--- src/sv/gsa_pkg.sv ---
// Shared types, codes and the control store of the generational slot allocator.
package gsa_pkg;

  localparam int IDX_W     = 10;
  localparam int GEN_W     = 16;
  localparam int CNT_W     = IDX_W + 1;
  localparam int FUNC_W    = 3;
  localparam int STATUS_W  = 2;
  localparam int MAX_SLOTS = 1 << IDX_W;
  localparam int STEP_W    = 5;

  localparam logic [FUNC_W-1:0] FN_CREATE  = 3'd0;
  localparam logic [FUNC_W-1:0] FN_LOOKUP  = 3'd1;
  localparam logic [FUNC_W-1:0] FN_DESTROY = 3'd2;
  localparam logic [FUNC_W-1:0] FN_FLUSH   = 3'd3;
  localparam logic [FUNC_W-1:0] FN_INIT    = 3'd4;

  localparam logic [STATUS_W-1:0] ST_OK         = 2'd0;
  localparam logic [STATUS_W-1:0] ST_NO_SLOT    = 2'd1;
  localparam logic [STATUS_W-1:0] ST_BAD_HANDLE = 2'd2;

  typedef struct packed {
    logic [FUNC_W-1:0] func;
    logic [IDX_W-1:0]  handle_index;
    logic [GEN_W-1:0]  handle_generation;
  } in_item_t;

  typedef struct packed {
    logic [STATUS_W-1:0] status;
    logic [IDX_W-1:0]    slot_index;
    logic [GEN_W-1:0]    slot_generation;
    logic                found;
    logic [CNT_W-1:0]    freed_count;
  } out_item_t;

  typedef enum logic [STEP_W-1:0] {
    S_CLR, S_IDLE, S_CR0, S_CR1, S_CR2, S_LK0, S_DS0, S_DS1,
    S_FL0, S_FL1, S_FL2, S_FL3, S_BAD, S_IN0, S_IN1, S_IN2, S_EMIT
  } step_t;

  typedef enum logic [3:0] {
    JC_NONE, JC_ALWAYS, JC_MORE_ALL, JC_MORE_ACT, JC_MORE_PD,
    JC_CANT_POP, JC_BAD_HANDLE, JC_PD_EMPTY, JC_ACT_EMPTY, JC_OUT_FREE
  } jcond_t;

  typedef enum logic [3:0] {
    RM_HOLD, RM_BASE, RM_CREATE, RM_LOOKUP, RM_CHECK, RM_BADFN,
    RM_FLUSH, RM_POPPED, RM_POPGEN, RM_NEWGEN
  } res_mode_t;

  typedef enum logic [1:0] {CNT_HOLD, CNT_CLR, CNT_INC} cnt_op_t;
  typedef enum logic [1:0] {FD_HOLD, FD_CLR, FD_INC, FD_DEC} fd_op_t;
  typedef enum logic [1:0] {PD_HOLD, PD_CLR, PD_PUSH} pd_op_t;
  typedef enum logic [1:0] {GR_NONE, GR_IN, GR_POP} gen_rsel_t;
  typedef enum logic [1:0] {GW_NONE, GW_ZERO_CNT, GW_INC_IDX} gen_wsel_t;
  typedef enum logic [1:0] {OW_NONE, OW_CLR_CNT, OW_SET_POP, OW_CLR_IDX} occ_wsel_t;
  typedef enum logic [1:0] {SW_NONE, SW_CNT, SW_PEND} stk_wsel_t;

  // One control word per microprogram step.
  typedef struct packed {
    jcond_t    jc;
    step_t     target;
    logic      stay;
    logic      dispatch;
    res_mode_t res;
    cnt_op_t   cnt_op;
    fd_op_t    fd_op;
    pd_op_t    pd_op;
    gen_rsel_t gen_rsel;
    logic      occ_rd;
    gen_wsel_t gen_wsel;
    occ_wsel_t occ_wsel;
    logic      stk_rd;
    stk_wsel_t stk_wsel;
    logic      pend_rd;
    logic      init_latch;
    logic      emit;
  } ucode_t;

  // Branch conditions computed by the datapath.
  typedef struct packed {
    logic more_all;
    logic more_act;
    logic more_pd;
    logic cant_pop;
    logic bad_handle;
    logic pd_empty;
    logic act_empty;
  } dp_flags_t;

  function automatic ucode_t ucode_rom(input step_t s);
    ucode_t cw;
    cw = '0;
    unique case (s)
      S_CLR: begin
        cw.gen_wsel = GW_ZERO_CNT;
        cw.occ_wsel = OW_CLR_CNT;
        cw.cnt_op   = CNT_INC;
        cw.jc       = JC_MORE_ALL;
        cw.target   = S_CLR;
      end
      S_IDLE: begin
        cw.dispatch = 1'b1;
        cw.gen_rsel = GR_IN;
        cw.occ_rd   = 1'b1;
      end
      S_CR0: begin
        cw.res    = RM_CREATE;
        cw.stk_rd = 1'b1;
        cw.jc     = JC_CANT_POP;
        cw.target = S_EMIT;
      end
      S_CR1: begin
        cw.res      = RM_POPPED;
        cw.fd_op    = FD_DEC;
        cw.gen_rsel = GR_POP;
        cw.occ_wsel = OW_SET_POP;
      end
      S_CR2: begin
        cw.res    = RM_POPGEN;
        cw.jc     = JC_ALWAYS;
        cw.target = S_EMIT;
      end
      S_LK0: begin
        cw.res    = RM_LOOKUP;
        cw.jc     = JC_ALWAYS;
        cw.target = S_EMIT;
      end
      S_DS0: begin
        cw.res    = RM_CHECK;
        cw.jc     = JC_BAD_HANDLE;
        cw.target = S_EMIT;
      end
      S_DS1: begin
        cw.res      = RM_NEWGEN;
        cw.gen_wsel = GW_INC_IDX;
        cw.occ_wsel = OW_CLR_IDX;
        cw.pd_op    = PD_PUSH;
        cw.jc       = JC_ALWAYS;
        cw.target   = S_EMIT;
      end
      S_FL0: begin
        cw.res    = RM_FLUSH;
        cw.cnt_op = CNT_CLR;
        cw.jc     = JC_PD_EMPTY;
        cw.target = S_FL3;
      end
      S_FL1: begin
        cw.pend_rd = 1'b1;
      end
      S_FL2: begin
        cw.stk_wsel = SW_PEND;
        cw.fd_op    = FD_INC;
        cw.cnt_op   = CNT_INC;
        cw.jc       = JC_MORE_PD;
        cw.target   = S_FL1;
      end
      S_FL3: begin
        cw.pd_op  = PD_CLR;
        cw.jc     = JC_ALWAYS;
        cw.target = S_EMIT;
      end
      S_BAD: begin
        cw.res    = RM_BADFN;
        cw.jc     = JC_ALWAYS;
        cw.target = S_EMIT;
      end
      S_IN0: begin
        cw.init_latch = 1'b1;
        cw.cnt_op     = CNT_CLR;
        cw.fd_op      = FD_CLR;
        cw.pd_op      = PD_CLR;
      end
      S_IN1: begin
        cw.res    = RM_BASE;
        cw.jc     = JC_ACT_EMPTY;
        cw.target = S_EMIT;
      end
      S_IN2: begin
        cw.stk_wsel = SW_CNT;
        cw.occ_wsel = OW_CLR_CNT;
        cw.fd_op    = FD_INC;
        cw.cnt_op   = CNT_INC;
        cw.jc       = JC_MORE_ACT;
        cw.target   = S_IN2;
      end
      S_EMIT: begin
        cw.emit   = 1'b1;
        cw.jc     = JC_OUT_FREE;
        cw.target = S_IDLE;
        cw.stay   = 1'b1;
      end
      default: begin
        cw.jc     = JC_ALWAYS;
        cw.target = S_IDLE;
      end
    endcase
    return cw;
  endfunction

  function automatic step_t dispatch_map(input logic [FUNC_W-1:0] func);
    step_t s;
    unique case (func)
      FN_CREATE:  s = S_CR0;
      FN_LOOKUP:  s = S_LK0;
      FN_DESTROY: s = S_DS0;
      FN_FLUSH:   s = S_FL0;
      FN_INIT:    s = S_IN0;
      default:    s = S_BAD;
    endcase
    return s;
  endfunction

endpackage

--- src/sv/gsa_seq.sv ---
// Microprogram sequencer: step counter, control store lookup and branch selection.
module gsa_seq (
  input  logic                         clk,
  input  logic                         rst_n,
  input  logic                         in_accept,
  input  logic [gsa_pkg::FUNC_W-1:0]   in_func,
  input  logic                         out_free,
  input  gsa_pkg::dp_flags_t           flags,
  output gsa_pkg::ucode_t              cw
);
  import gsa_pkg::*;

  step_t upc_r;
  step_t upc_nxt;
  logic  take;

  assign cw = ucode_rom(upc_r);

  always_comb begin
    unique case (cw.jc)
      JC_NONE:       take = 1'b0;
      JC_ALWAYS:     take = 1'b1;
      JC_MORE_ALL:   take = flags.more_all;
      JC_MORE_ACT:   take = flags.more_act;
      JC_MORE_PD:    take = flags.more_pd;
      JC_CANT_POP:   take = flags.cant_pop;
      JC_BAD_HANDLE: take = flags.bad_handle;
      JC_PD_EMPTY:   take = flags.pd_empty;
      JC_ACT_EMPTY:  take = flags.act_empty;
      JC_OUT_FREE:   take = out_free;
      default:       take = 1'b0;
    endcase
  end

  always_comb begin
    if (cw.dispatch) begin
      upc_nxt = in_accept ? dispatch_map(in_func) : upc_r;
    end else if (take) begin
      upc_nxt = cw.target;
    end else if (cw.stay) begin
      upc_nxt = upc_r;
    end else begin
      upc_nxt = step_t'(STEP_W'(upc_r + 1'b1));
    end
  end

  // Reset starts the microprogram at the memory clearing loop.
  always_ff @(posedge clk) begin
    if (!rst_n) begin
      upc_r <= S_CLR;
    end else begin
      upc_r <= upc_nxt;
    end
  end

endmodule

--- config.mk ---
export PLATFORM = sky130hd
export DESIGN_NAME = gsa_seq
export DESIGN_NICKNAME = d
export VERILOG_FILES = /design/src/sv/gsa_pkg.sv /design/src/sv/gsa_seq.sv
export SDC_FILE = /design/constraint.sdc
export NUM_CORES = 1
export LEC_CHECK = 0
export ABC_AREA = 1
export BUFFER_PORTS_ARGS = -buffer_cell sky130_fd_sc_hd__buf_2
export CORE_ASPECT_RATIO = 0.6
export CORE_UTILIZATION = 47
export DETAILED_ROUTE_END_ITERATION = 6
export PLACE_DENSITY_LB_ADDON = 0.25
export SLEW_MARGIN = 5
export SYNTH_ARGS = -nofsm -noshare
export SYNTH_HDL_FRONTEND = slang
export SYNTH_SLANG_ARGS = --single-unit
--- constraint.sdc ---
create_clock -name clk -period 2.5 [get_ports clk]
set_clock_uncertainty 0.1 [all_clocks]
set_input_delay 0.25 -clock clk [delete_from_list [all_inputs] [get_ports clk]]
set_output_delay 0.25 -clock clk [all_outputs]
set_load 0.1 [all_outputs]
---- Word level (Yosys, flattened, before mapping) ----
Index checks and enable logic that the tools add are counted.
cells by class
  shift operators ......................... 0
  div/mod/pow operators ................... 0
  multiply operators ...................... 0
  eq/ne operators ......................... 31
  reductions and logical operators ........ 10
  magnitude comparators ................... 0
  bitwise gates (word level) .............. 0
  add/sub/neg operators ................... 1
  muxes and demuxes ....................... 20
operators by type and width
  operator                                       number
  case mux 9 bit (10 select lines)               1
  == test 5 x 4 -> 1 bit, second input constant  8
  case mux 4 bit (9 select lines)                1
  == test 5 x 3 -> 1 bit, second input constant  4
  two-way mux 5 bit                              4
  case mux 2 bit (2 select lines)                5
  case mux 4 bit (5 select lines)                1
  == test 4 x 3 -> 1 bit, second input constant  4
  case mux 2 bit (3 select lines)                2
  == test 5 x 2 -> 1 bit, second input constant  2
  case mux 1 bit (9 select lines)                1
  == test 4 x 2 -> 1 bit, second input constant  2
  == test 4 bit, second input constant           2
  OR reduction 2 bit                             4
  == test 3 x 2 -> 1 bit, second input constant  2
  adder 5 x 1 -> 5 bit, second input constant    1
  == test 5 x 1 -> 1 bit, second input constant  1
  == test 5 bit, second input constant           1
  logical NOT 5 bit                              1
  two-way mux 1 bit                              5
  OR reduction 5 bit                             1
  == test 4 x 1 -> 1 bit, second input constant  1
  OR reduction 4 bit                             1
  == test 3 x 1 -> 1 bit, second input constant  1
  other kinds (6)                                6
storage, ports and cells
  bits of input ports ..................... 14
  memory bits (read-only) ................. 0
  bits in registers ....................... 5
  bits in latches ......................... 0
  word-level logic and storage cells ...... 63
  RAM bits ................................ 0
  memories ................................ 0

---- Depth between registers and ports, before layout ----
Gate-level depths: netlist (run 1).
  word-level depth ........................ 7
  mapped depth ............................ 17
  mapped depth without buffers ............ 17

---- Least setup slack after synthesis (run 1) ----
No wires, ideal clock.
  path kind ............................... register to output
  start point ............................. reg upc_r[0]
  end point ............................... out cw[25] in the netlist's numbering
  arrival ................................. 3608 ps
  cell stages (with the launch flop) ...... 11
  required time ........................... 2150 ps
  path slack .............................. -1458 ps
  path through ............................ dfxtp_1 inv_1 ha_1 nand2_1 nor2_1 nor2_1 nand2_1 inv_1 nand2_1 nor2_1 inv_1
RTL lines
  item                      RTL line       text
  start: declaration        gsa_seq.sv:13  step_t upc_r;
  start signal: assignment  gsa_seq.sv:52  upc_r <= upc_nxt;
  end: declaration          gsa_seq.sv:9   output gsa_pkg::ucode_t cw

==> reports/summary.json, run 1 <==
{
  "outcome": {
    "outcome": "finished clean"
  },
  "critical_path": {
    "cp.arrival_ps": 2040,
    "reg2reg_capture_point": "upc_r[2]$_SDFFE_PN0P_",
    "critical_path.startpoint_type": "flip-flop",
    "worst-path-max-fanout": 7,
    "critical_path.endpoint": "cw[25]",
    "number_of_cell_instances_on_the_worst_register_to_register_path": 17,
    "worst-endpoint-required_ps": 2150,
    "setup.worst_path.end_class": "output pin",
    "timing.reg2reg.setup_slack_ps": 200,
    "critical_path.startpoint": "upc_r[1]$_SDFFE_PN0P_",
    "worst_r2r_startpoint": "upc_r[0]$_SDFFE_PN0P_",
    "setup.worst_path.class": "flip-flop to output pin"
  },
  "final_layout": {
    "layout-drive-gt1-share": 0.438,
    "max_ffs_per_register": 5,
    "final_core_util": 0.764,
    "fillers": 159,
    "reg.largest.list": "upc_r: 5 flops",
    "top_reg_by_flops": "upc_r",
    "final_net_count": 262,
    "syn_to_final_growth_pct": 44.7,
    "insertedDiodeCount": 0,
    "seqCellArea_um2": 105,
    "design_area_um2": 1500,
    "multi_input_comb_area_um2": 907
  },
  "clock_tree": {
    "cts_inserted_buffers": 3,
    "cts.repair.resized": 2,
    "h_tree_depth_reported_by_cts": 1,
    "cts_sinks": 5,
    "cts_max_path_bufs": 2,
    "cts.repair_timing.setup_buffer_count": 0,
    "cts_tree": "done",
    "clk_pin_slew_worst_paths_ps": 40,
    "cts_root_buf": "sky130_fd_sc_hd__clkbuf_8",
    "worst_skew_pair.late_latency_ps": 220,
    "cts_hold_repair.buffers": 0
  },
  "route": {
    "wirelength_mm": 3.12,
    "detail_route.first_pass.iterations": 4,
    "ant_nets": 0,
    "drt_iter0_drc": 140,
    "vias": 1350,
    "post_drt_via_cell_ratio": 5.00,
    "route.detailed.drc": 0,
    "detail_route.wl_per_cell_um": 11.5
  },
  "timing": {
    "min_period_over_period": 0.955,
    "finalWorstPathRequiredPeriod_ps": 2390,
    "timing.final.setup_violations": 0,
    "whs_ps": 180,
    "drv_slew": 0,
    "tightest_slew_ps": 499,
    "grt_setup_unrepaired": "false",
    "slew-limit-headroom": 0.670,
    "report.final.hold_viol_count": 0,
    "final_critical_path_setup_slack_ps": 112,
    "max_freq_mhz": 419
  },
  "place": {
    "buffer_ports.inserted": 47,
    "dp_worst_setup_slack_ps": 108,
    "hpwl_mm": 2.61,
    "postPlaceCellArea_um2": 1440,
    "routabilityCongestion": 0.945
  },
  "run": {
    "max-cap-violations": 0
  },
  "synthesis": {
    "count_of_state_elements_after_synthesis": 5,
    "synth-async-reset-ratio": 0,
    "synth_area_leaders": "sky130_fd_sc_hd__nand2_1 (17%), sky130_fd_sc_hd__nor2_1 (13%), sky130_fd_sc_hd__inv_1 (13%), sky130_fd_sc_hd__dfxtp_1 (9.6%), sky130_fd_sc_hd__nand3_1 (7.7%)",
    "avgSynthCellArea_um2": 5.38,
    "yosys_most_used_dff": "sky130_fd_sc_hd__dfxtp_1",
    "synth_enable_flop_cells": 0,
    "synth_top_cell_area_share": 0.170,
    "yosys-top-cells-count": "sky130_fd_sc_hd__nand2_1 (47), sky130_fd_sc_hd__nor2_1 (36), sky130_fd_sc_hd__inv_1 (35), sky130_fd_sc_hd__nand3_1 (16), sky130_fd_sc_hd__nand2_2 (8)",
    "synth_sequential_area_ratio": 0.0964,
    "yosysMostFrequentCell": "sky130_fd_sc_hd__nand2_1",
    "netlist_instances": 193,
    "yosysUniqueCellTypes": 24,
    "synth_top_cell_by_area": "sky130_fd_sc_hd__nand2_1",
    "synth-warning-count": 0,
    "synthesis.nets": 212,
    "mappedNetlistArea_um2": 1040
  },
  "hold_path": {
    "hold_path_class": "input pin to flip-flop"
  },
  "die": {
    "boundaryPins": 48,
    "coreArea_um2": 1970,
    "num_rows": 12,
    "die_x_um": 62.7,
    "start_util": 0.528,
    "y_dimension_of_the_die_um": 38.4,
    "fp.dieArea_um2": 2410
  },
  "global_route": {
    "grt.overflow.total": 0,
    "grt_antenna_before_repair": 0,
    "track_usage": 0.272,
    "first_global_vias": 1093,
    "maximum_number_of_pins_on_one_net_before_global_route_repair": 8,
    "first_pass_grt_wire_length_mm": 5.01
  }
}
==> how the worst min path moves through the flow <==
stage,cells past startpoint,from,to,slack (ps)
after global routing,3,rst_n,upc_r[1]$_SDFFE_PN0P_,190
after detailed placement,3,rst_n,upc_r[0]$_SDFFE_PN0P_,410
after CTS,3,rst_n,upc_r[0]$_SDFFE_PN0P_,180
after global placement,3,rst_n,upc_r[0]$_SDFFE_PN0P_,400
after floorplan,2,rst_n,upc_r[0]$_SDFFE_PN0P_,270
final,3,rst_n,upc_r[0]$_SDFFE_PN0P_,180
==> critical path, cell delays in order, from the launching register on <==
cell and delay, ps:
sky130_fd_sc_hd__dfxtp_2 340, sky130_fd_sc_hd__inv_1 110, sky130_fd_sc_hd__ha_2 230, sky130_fd_sc_hd__inv_1 60
sky130_fd_sc_hd__nor2_2 140, sky130_fd_sc_hd__nand2_2 140, sky130_fd_sc_hd__nand2_4 130, sky130_fd_sc_hd__inv_2 40
sky130_fd_sc_hd__nand3_2 90, sky130_fd_sc_hd__nor2_1 50, sky130_fd_sc_hd__nor2_2 170, sky130_fd_sc_hd__clkinvlp_4 110
sky130_fd_sc_hd__buf_6 180
==> layout by cell type (no fill, tap or decap), types with 2 or more instances in the layout <==
cell type                    instances
sky130_fd_sc_hd__a21oi_1             6
sky130_fd_sc_hd__buf_2              45
sky130_fd_sc_hd__clkbuf_8            3
sky130_fd_sc_hd__clkinvlp_4          2
sky130_fd_sc_hd__dfxtp_2             4
sky130_fd_sc_hd__ha_2                2
sky130_fd_sc_hd__ha_4                2
sky130_fd_sc_hd__inv_1              27
sky130_fd_sc_hd__inv_2               8
sky130_fd_sc_hd__nand2_1            41
sky130_fd_sc_hd__nand2_2            10
sky130_fd_sc_hd__nand2_4             8
sky130_fd_sc_hd__nand3_1            16
sky130_fd_sc_hd__nand3_4             2
sky130_fd_sc_hd__nand3b_1            2
sky130_fd_sc_hd__nand4_1             5
sky130_fd_sc_hd__nor2_1             29
sky130_fd_sc_hd__nor2_2              6
sky130_fd_sc_hd__nor2_4              6
sky130_fd_sc_hd__o211ai_1            2
sky130_fd_sc_hd__o21ai_0             2
sky130_fd_sc_hd__or2_2               2
sky130_fd_sc_hd__xor2_1              2
==> cell families (layout without fill, tap and decap cells) <==
family,Yosys count,count (layout),share of synthesized area
adder cells (fa/ha/maj),5,5,0.0602
AO/OA/AOI/OAI,11,11,0.0687
XOR/XNOR,2,2,0.0169
AND/OR/NAND/NOR,130,130,0.606
flip-flops,5,5,0.0964
buffers and inverters,40,89,0.152
==> final cells by class <==
class	count	area share
Sequential cell	5	0.0699
Timing Repair Buffer	48	0.176
Clock buffer	4	0.0300
Multi-Input combinational cell	148	0.604
Tap cell	28	0.0233
Inverter	37	0.0974
==> routing by layer <==
layer | routed length (um) | vias up | share of wire | GRT usage
met5 | 0 | - | 0 | 0
met3 | 268 | 0 | 0.086 | 0.0536
li1 | - | 698 | - | -
met4 | 0 | 0 | 0 | 0
met2 | 1200 | 60 | 0.39 | 0.380
met1 | 1650 | 592 | 0.53 | 0.431
==> per-stage QoR <==
step,TNS [ps],instances
2_1_floorplan,-1440,193
3_3_place_gp,0,266
3_5_place_dp,0,266
4_1_cts,0,270
5_1_grt,0,270
6_report,0,270
Power of run 1 is left out: the tool's default activity adds up to more than one toggle a clock period on the data nets, which glitch-free logic cannot reach.
==> run 2, diff against run 1 <==
--- a/config.mk
+++ b/config.mk
@@ -11,6 +11,7 @@
 export CORE_UTILIZATION = 47
 export DETAILED_ROUTE_END_ITERATION = 6
 export PLACE_DENSITY_LB_ADDON = 0.25
+export RECOVER_POWER = 25
 export SLEW_MARGIN = 5
 export SYNTH_ARGS = -nofsm -noshare
 export SYNTH_HDL_FRONTEND = slang
==> reports/summary.json, run 2 (synthesis gave the netlist of run 1 again) <==
{
  "critical_path": {
    "worst_r2r_startpoint": {"value": "upc_r[0]$_SDFFE_PN0P_", "change": "unchanged"},
    "setup.worst_path.end_class": {"value": "output pin", "change": "unchanged"},
    "cp.arrival": {"value": 2040, "unit": "ps", "change": "about the same"},
    "critical_path.startpoint_type": {"value": "flip-flop", "change": "unchanged"},
    "worst-endpoint-required": {"value": 2150, "unit": "ps", "change": "about the same"},
    "worst-path-max-fanout": {"value": 7, "change": "unchanged"},
    "critical_path.startpoint": {"value": "upc_r[1]$_SDFFE_PN0P_", "change": "unchanged"},
    "setup.worst_path.class": {"value": "flip-flop to output pin", "change": "unchanged"}
  },
  "timing": {
    "timing.final.setup_violations": {"value": 0, "change": "unchanged"},
    "grt_setup_unrepaired": {"value": "false", "change": "unchanged"},
    "slew-limit-headroom": {"value": 0.641, "change": "was 0.670"},
    "min_period_over_period": {"value": 0.956, "change": "was 0.955"},
    "tightest_slew": {"value": 540, "unit": "ps", "change": "was 499 ps"},
    "finalWorstPathRequiredPeriod": {"value": 2390, "unit": "ps", "change": "about the same"},
    "report.final.hold_viol_count": {"value": 0, "change": "unchanged"},
    "setup_total_negative_slack": {"value": 0, "unit": "ps", "change": "unchanged"},
    "max_freq": {"value": 418, "unit": "MHz", "change": "was 419 MHz"},
    "drv_slew": {"value": 0, "change": "unchanged"}
  },
  "global_route": {
    "maximum_number_of_pins_on_one_net_before_global_route_repair": {"value": 8, "change": "unchanged"},
    "first_global_vias": {"value": 1093, "change": "unchanged"},
    "grt.overflow.total": {"value": 0, "change": "unchanged"},
    "track_usage": {"value": 0.272, "change": "unchanged"},
    "first_pass_grt_wire_length": {"value": 5.01, "unit": "mm", "change": "unchanged"},
    "grt_antenna_before_repair": {"value": 0, "change": "unchanged"}
  },
  "die": {
    "boundaryPins": {"value": 48, "change": "unchanged"},
    "die_x": {"value": 62.7, "unit": "um", "change": "unchanged"},
    "y_dimension_of_the_die": {"value": 38.4, "unit": "um", "change": "unchanged"},
    "start_util": {"value": 0.528, "change": "unchanged"},
    "fp.dieArea": {"value": 2410, "unit": "um2", "change": "unchanged"},
    "coreArea": {"value": 1970, "unit": "um2", "change": "unchanged"},
    "num_rows": {"value": 12, "change": "unchanged"}
  },
  "run": {
    "max-cap-violations": {"value": 0, "change": "unchanged"}
  },
  "final_layout": {
    "design_area": {"value": 1500, "unit": "um2", "change": "unchanged"},
    "reg.largest.list": {"value": "upc_r: 5 flops", "change": "unchanged"},
    "max_ffs_per_register": {"value": 5, "change": "unchanged"},
    "final_common_cell": {"value": "sky130_fd_sc_hd__nand2_1", "change": "was sky130_fd_sc_hd__buf_2"},
    "top_reg_by_flops": {"value": "upc_r", "change": "unchanged"},
    "leading_cell_types_in_the_layout_fill_and_taps_excluded": {"value": "sky130_fd_sc_hd__nand2_1 (41), sky130_fd_sc_hd__buf_2 (37), sky130_fd_sc_hd__nor2_1 (29), sky130_fd_sc_hd__inv_1 (27), sky130_fd_sc_hd__nand3_1 (16)", "change": "was sky130_fd_sc_hd__buf_2 (45), sky130_fd_sc_hd__nand2_1 (41), sky130_fd_sc_hd__nor2_1 (29), sky130_fd_sc_hd__inv_1 (27), sky130_fd_sc_hd__nand3_1 (16)"},
    "final_core_util": {"value": 0.764, "change": "unchanged"},
    "layout-drive-gt1-share": {"value": 0.438, "change": "unchanged"},
    "final_cell_count_no_fill": {"value": 270, "change": "unchanged"},
    "insertedDiodeCount": {"value": 0, "change": "unchanged"},
    "syn_to_final_growth": {"value": 44.7, "unit": "%", "change": "unchanged"},
    "final_net_count": {"value": 262, "change": "unchanged"}
  },
  "clock_tree": {
    "cts_inserted_buffers": {"value": 3, "change": "unchanged"},
    "cts_root_buf": {"value": "sky130_fd_sc_hd__clkbuf_8", "change": "unchanged"},
    "cts_tree": {"value": "done", "change": "unchanged"},
    "h_tree_depth_reported_by_cts": {"value": 1, "change": "unchanged"},
    "cts_max_path_bufs": {"value": 2, "change": "unchanged"},
    "worst_skew_pair.late_latency": {"value": 220, "unit": "ps", "change": "about the same"},
    "cts_sinks": {"value": 5, "change": "unchanged"},
    "cts_hold_repair.buffers": {"value": 0, "change": "unchanged"},
    "clk_pin_slew_worst_paths": {"value": 40, "unit": "ps", "change": "about the same"},
    "cts.repair_timing.setup_buffer_count": {"value": 0, "change": "unchanged"}
  },
  "place": {
    "hpwl": {"value": 2.61, "unit": "mm", "change": "unchanged"},
    "placedCellCount": {"value": 266, "change": "unchanged"},
    "buffer_ports.inserted": {"value": 47, "change": "unchanged"},
    "postPlaceCellArea": {"value": 1440, "unit": "um2", "change": "unchanged"},
    "routabilityCongestion": {"value": 0.945, "change": "unchanged"}
  },
  "route": {
    "vias": {"value": 1346, "change": "was 1350"},
    "drt_iter0_drc": {"value": 135, "change": "was 140"},
    "ant_nets": {"value": 0, "change": "unchanged"},
    "post_drt_via_cell_ratio": {"value": 4.99, "change": "was 5.00"},
    "route.detailed.drc": {"value": 0, "change": "unchanged"},
    "wirelength": {"value": 3.11, "unit": "mm", "change": "was 3.12 mm"},
    "detail_route.first_pass.iterations": {"value": 4, "change": "unchanged"},
    "detail_route.wl_per_cell": {"value": 11.5, "unit": "um", "change": "about the same"}
  },
  "hold_path": {
    "worst_hold_startpoint": {"value": "rst_n", "change": "unchanged"},
    "hold_path_class": {"value": "input pin to flip-flop", "change": "unchanged"}
  },
  "outcome": {
    "outcome": {"value": "finished clean", "change": "unchanged"}
  }
}
==> run 2: path summary, 6_finish.rpt <==
kind	endpoint	depth (start not counted)	slack, ps
setup / recovery	cw[25]	12	110
hold / removal	upc_r[0]$_SDFFE_PN0P_	3	180
setup reg to reg	upc_r[2]$_SDFFE_PN0P_	17	200
hold reg to reg	upc_r[0]$_SDFFE_PN0P_	4	510
==> run 2: worst max-delay path, stage by stage (launching register included) <==
cell and delay [ps]:
sky130_fd_sc_hd__dfxtp_2 340, sky130_fd_sc_hd__inv_1 110, sky130_fd_sc_hd__ha_2 230, sky130_fd_sc_hd__inv_1 60, sky130_fd_sc_hd__nor2_2 140, sky130_fd_sc_hd__nand2_2 140, sky130_fd_sc_hd__nand2_4 130, sky130_fd_sc_hd__inv_2 40
sky130_fd_sc_hd__nand3_2 90, sky130_fd_sc_hd__nor2_1 50, sky130_fd_sc_hd__nor2_2 170, sky130_fd_sc_hd__clkinvlp_4 110, sky130_fd_sc_hd__buf_6 180
==> run 2: repair_timing <==
item	CTS	global route
setup endpoints to repair	1	7
cloned	0	0
resized for setup	2	9
==> run 2: cell type report <==
| type | count | area, um2 |
|---|---|---|
| Sequential cell | 5 | 105 |
| Clock buffer | 4 | 45.0 |
| Tap cell | 28 | 35.0 |
| Timing Repair Buffer | 48 | 264 |
| Multi-Input combinational cell | 148 | 907 |
| Fill cell | 159 | 464 |
| Inverter | 37 | 146 |
==> run 2: per-stage QoR <==
stage,hold slack [ps],worst slack [ps]
final,180,110
after global placement,402,172
after CTS,176,9.64
after detailed placement,407,108
after floorplan,268,-203
after global routing,194,0.296
==> run 2: routing by layer <==
| layer | global-route usage | vias up | wire length, um |
|---|---|---|---|
| li1 | - | 698 | - |
| met1 | 0.431 | 593 | 1650 |
| met2 | 0.380 | 55 | 1210 |
| met3 | 0.0536 | 0 | 255 |
| met4 | 0 | 0 | 0 |
| met5 | 0 | - | 0 |
Power of run 2 is left out for the same reason.
==> run 3, diff against run 2 <==
--- a/config.mk
+++ b/config.mk
@@ -7,9 +7,12 @@
 export LEC_CHECK = 0
 export ABC_AREA = 1
 export BUFFER_PORTS_ARGS = -buffer_cell sky130_fd_sc_hd__buf_2
+export CELL_PAD_IN_SITES_DETAIL_PLACEMENT = 0
+export CELL_PAD_IN_SITES_GLOBAL_PLACEMENT = 1
 export CORE_ASPECT_RATIO = 0.6
-export CORE_UTILIZATION = 47
+export CORE_UTILIZATION = 29
 export DETAILED_ROUTE_END_ITERATION = 6
+export HOLD_SLACK_MARGIN = 0.06
 export PLACE_DENSITY_LB_ADDON = 0.25
 export RECOVER_POWER = 25
 export SLEW_MARGIN = 5
==> constraint.sdc (replaced) <==
create_clock -name clk -period 2.5 [get_ports clk]
set_clock_uncertainty 0.1 [all_clocks]
set_input_delay 0.25 -clock clk [delete_from_list [all_inputs] [get_ports clk]]
set_output_delay 0.25 -clock clk [all_outputs]
set_load 0.005 [all_outputs]
==> reports/summary.json, run 3 (synthesis gave the netlist of run 1 again) <==
{
  "clock_tree": {
    "cts_root_buf": {"value": "sky130_fd_sc_hd__clkbuf_8", "change": "unchanged"},
    "cts_tree": {"value": "done", "change": "unchanged"},
    "cts_inserted_buffers": {"value": 3, "change": "unchanged"},
    "h_tree_depth_reported_by_cts": {"value": 1, "change": "unchanged"},
    "cts_sinks": {"value": 5, "change": "unchanged"},
    "worst_skew_pair.late_latency": {"value": 230, "unit": "ps", "change": "was 220 ps"},
    "cts_hold_repair.buffers": {"value": 0, "change": "unchanged"},
    "cts_max_path_bufs": {"value": 2, "change": "unchanged"},
    "clk_pin_slew_worst_paths": {"value": 40, "unit": "ps", "change": "about the same"}
  },
  "final_layout": {
    "insertedDiodeCount": {"value": 0, "change": "unchanged"},
    "reg.largest.list": {"value": "upc_r: 5 flops", "change": "unchanged"},
    "layout-drive-gt1-share": {"value": 0.355, "change": "was 0.438"},
    "top_reg_by_flops": {"value": "upc_r", "change": "unchanged"},
    "multi_input_comb_area": {"value": 796, "unit": "um2", "change": "was 907 um2"},
    "seqCellArea": {"value": 103, "unit": "um2", "change": "was 105 um2"},
    "syn_to_final_growth": {"value": 36.7, "unit": "%", "change": "was 44.7%"},
    "final_net_count": {"value": 268, "change": "was 262"},
    "design_area": {"value": 1420, "unit": "um2", "change": "was 1500 um2"},
    "final_core_util": {"value": 0.425, "change": "was 0.764"},
    "max_ffs_per_register": {"value": 5, "change": "unchanged"},
    "final_cell_count_no_fill": {"value": 293, "change": "was 270"},
    "final_common_cell": {"value": "sky130_fd_sc_hd__nand2_1", "change": "unchanged"},
    "leading_cell_types_in_the_layout_fill_and_taps_excluded": {"value": "sky130_fd_sc_hd__nand2_1 (47), sky130_fd_sc_hd__buf_2 (45), sky130_fd_sc_hd__nor2_1 (34), sky130_fd_sc_hd__inv_1 (33), sky130_fd_sc_hd__nand3_1 (16)", "change": "was sky130_fd_sc_hd__nand2_1 (41), sky130_fd_sc_hd__buf_2 (37), sky130_fd_sc_hd__nor2_1 (29), sky130_fd_sc_hd__inv_1 (27), sky130_fd_sc_hd__nand3_1 (16)"},
    "fillers": {"value": 397, "change": "was 159"}
  },
  "hold_path": {
    "hold_path_class": {"value": "input pin to flip-flop", "change": "unchanged"}
  },
  "place": {
    "hpwl": {"value": 2.97, "unit": "mm", "change": "was 2.61 mm"},
    "routabilityCongestion": {"value": 0.805, "change": "was 0.945"},
    "dp_worst_setup_slack": {"value": -20.0, "unit": "ps", "change": "was 108 ps"},
    "postPlaceCellArea": {"value": 1360, "unit": "um2", "change": "was 1440 um2"},
    "buffer_ports.inserted": {"value": 47, "change": "unchanged"},
    "placedCellCount": {"value": 288, "change": "was 266"}
  },
  "timing": {
    "setup_total_negative_slack": {"value": 0, "unit": "ps", "change": "unchanged"},
    "drv_slew": {"value": 0, "change": "unchanged"},
    "slew-limit-headroom": {"value": 0.800, "change": "was 0.641"},
    "whs": {"value": 170, "unit": "ps", "change": "was 180 ps"},
    "min_period_over_period": {"value": 0.928, "change": "was 0.956"},
    "tightest_slew": {"value": 300, "unit": "ps", "change": "was 540 ps"},
    "finalWorstPathRequiredPeriod": {"value": 2320, "unit": "ps", "change": "was 2390 ps"},
    "timing.final.setup_violations": {"value": 0, "change": "unchanged"},
    "final_critical_path_setup_slack": {"value": 181, "unit": "ps", "change": "was 110 ps"},
    "grt_setup_unrepaired": {"value": "false", "change": "unchanged"},
    "report.final.hold_viol_count": {"value": 0, "change": "unchanged"},
    "max_freq": {"value": 431, "unit": "MHz", "change": "was 418 MHz"}
  },
  "route": {
    "post_drt_via_cell_ratio": {"value": 4.56, "change": "was 4.99"},
    "wirelength": {"value": 3.43, "unit": "mm", "change": "was 3.11 mm"},
    "detail_route.first_pass.iterations": {"value": 4, "change": "unchanged"},
    "ant_nets": {"value": 0, "change": "unchanged"},
    "detail_route.wl_per_cell": {"value": 11.7, "unit": "um", "change": "was 11.5 um"},
    "route.detailed.drc": {"value": 0, "change": "unchanged"},
    "vias": {"value": 1335, "change": "was 1346"},
    "drt_iter0_drc": {"value": 101, "change": "was 135"}
  },
  "power_and_ir_drop": {
    "vdd_ir_drop_max_mv": 0.648,
    "overall_power_of_the_completed_layout_mw": 2.03,
    "cell_leakage_power_nw": 0.943,
    "p_per_area_nw_per_um2": 1430
  },
  "critical_path": {
    "path_cells": {"value": "inv_1 > ha_1 > inv_1 > nor2_1 > buf_4 > nand2_2 > nand2_1 > nor2_1 > nand3_2 > nand3_2 > inv_1 > nand2_2 > nand3_4 > nand2_4 > nand2_4 > nor2_1 > nand2_1 > nor2_1", "change": "was inv_1 > ha_2 > inv_1 > nor2_2 > nand2_2 > nand2_4 > inv_2 > nand3_2 > nor2_1 > nor2_2 > clkinvlp_4 > buf_6"},
    "setup.worst_path.class": {"value": "flip-flop to flip-flop", "change": "was flip-flop to output pin"},
    "slowest_stage": {"value": "sky130_fd_sc_hd__dfxtp_2", "change": "unchanged"},
    "critical-path-top-cell-by-count": "sky130_fd_sc_hd__nor2_1",
    "crit_family": {"value": "simple AND/OR/NAND/NOR gates", "change": "unchanged"},
    "setup.worst_path.end_class": {"value": "flip-flop", "change": "was output pin"},
    "crit_buf_inv": {"value": 4, "change": "was 5"},
    "critical_path.startpoint_type": {"value": "flip-flop", "change": "unchanged"},
    "worst-endpoint-required": {"value": 2560, "unit": "ps", "change": "was 2150 ps"},
    "crit_path_max_incr_delay": {"value": 370, "unit": "ps", "change": "was 340 ps"},
    "worst-path-max-fanout": {"value": 7, "change": "unchanged"},
    "cp.arrival": {"value": 2380, "unit": "ps", "change": "was 2040 ps"}
  },
  "run": {
    "max-cap-violations": {"value": 0, "change": "unchanged"}
  },
  "die": {
    "start_util": {"value": 0.311, "change": "was 0.528"},
    "y_dimension_of_the_die": {"value": 48.4, "unit": "um", "change": "was 38.4 um"},
    "num_rows": {"value": 16, "change": "was 12"},
    "boundaryPins": {"value": 48, "change": "unchanged"},
    "die_x": {"value": 79.3, "unit": "um", "change": "was 62.7 um"},
    "fp.dieArea": {"value": 3830, "unit": "um2", "change": "was 2410 um2"},
    "coreArea": {"value": 3340, "unit": "um2", "change": "was 1970 um2"}
  },
  "global_route": {
    "first_global_vias": {"value": 1179, "change": "was 1093"},
    "first_pass_grt_wire_length": {"value": 5.59, "unit": "mm", "change": "was 5.01 mm"},
    "maximum_number_of_pins_on_one_net_before_global_route_repair": {"value": 8, "change": "unchanged"},
    "grt.overflow.total": {"value": 0, "change": "unchanged"},
    "grt.met3_usage": {"value": 0.0245, "change": "was 0.0536"},
    "grt_antenna_before_repair": {"value": 0, "change": "unchanged"},
    "globalRoute.busiestLayer": {"value": "met1", "change": "unchanged"},
    "gr-usage-met1": {"value": 0.316, "change": "was 0.431"},
    "track_usage": {"value": 0.189, "change": "was 0.272"},
    "gr_met2_demand_resource": {"value": 0.233, "change": "was 0.380"}
  },
  "outcome": {
    "outcome": {"value": "finished clean", "change": "unchanged"}
  }
}
[run 3: cell types whose count changed in the layout (fill, tap and decap cells not counted), sizes merged]
cell / before / now
inv: 35 / 37
buf: 40 / 51
clkbuf: 12 / 7
clkinvlp: 2 / 0
[run 3: metal layers]
metal	part of all wire	vias to the layer above
li1	-	702
met1	0.57	588
met2	0.37	43
met3	0.055	2
met4	0.0035	0
met5	0	-
[run 3: worst paths after layout]
kind | from | to | slack, ps | depth (start not counted)
worst max-delay path | upc_r[0]$_SDFFE_PN0P_ | upc_r[2]$_SDFFE_PN0P_ | 180 | 18
worst min-delay path | rst_n | upc_r[0]$_SDFFE_PN0P_ | 170 | 3
worst max register to register | upc_r[0]$_SDFFE_PN0P_ | upc_r[2]$_SDFFE_PN0P_ | 180 | 18
worst min register to register | upc_r[0]$_SDFFE_PN0P_ | upc_r[0]$_SDFFE_PN0P_ | 520 | 4
[run 3: layout make-up]
type	count	share of cell area
repair buffers	54	0.198
inverters	37	0.0978
well taps	45	0.0396
clock buffers	4	0.0317
multi-input cells	148	0.560
flip-flops and latches	5	0.0722
[run 3: repair_timing]
item                                   CTS  global route
buffers inserted                         0             1
gates cloned                             0             0
endpoints found under the hold margin    0             0
gates resized for setup                  1             9
pin swaps                                0             3
setup endpoints to repair                2             6
[run 3: worst reg2reg max path, stage by stage (launching register included)]
cell and delay (ps):
sky130_fd_sc_hd__dfxtp_2 370, sky130_fd_sc_hd__inv_1 90, sky130_fd_sc_hd__ha_1 220, sky130_fd_sc_hd__inv_1 60
sky130_fd_sc_hd__nor2_1 30, sky130_fd_sc_hd__buf_4 160, sky130_fd_sc_hd__nand2_2 110, sky130_fd_sc_hd__nand2_1 70
sky130_fd_sc_hd__nor2_1 150, sky130_fd_sc_hd__nand3_2 110, sky130_fd_sc_hd__nand3_2 90, sky130_fd_sc_hd__inv_1 50
sky130_fd_sc_hd__nand2_2 110, sky130_fd_sc_hd__nand3_4 120, sky130_fd_sc_hd__nand2_4 120, sky130_fd_sc_hd__nand2_4 60
sky130_fd_sc_hd__nor2_1 90, sky130_fd_sc_hd__nand2_1 60, sky130_fd_sc_hd__nor2_1 90
[run 3: where the power goes]
part,internal (mW),switching (mW),leakage [nW]
Clock,0.110,0.0456,0.0228
Sequential,0.118,0.0395,0.0418
Combinational,0.625,1.09,0.878
Total,0.853,1.18,0.943
(Power assumes the default switching activity.)
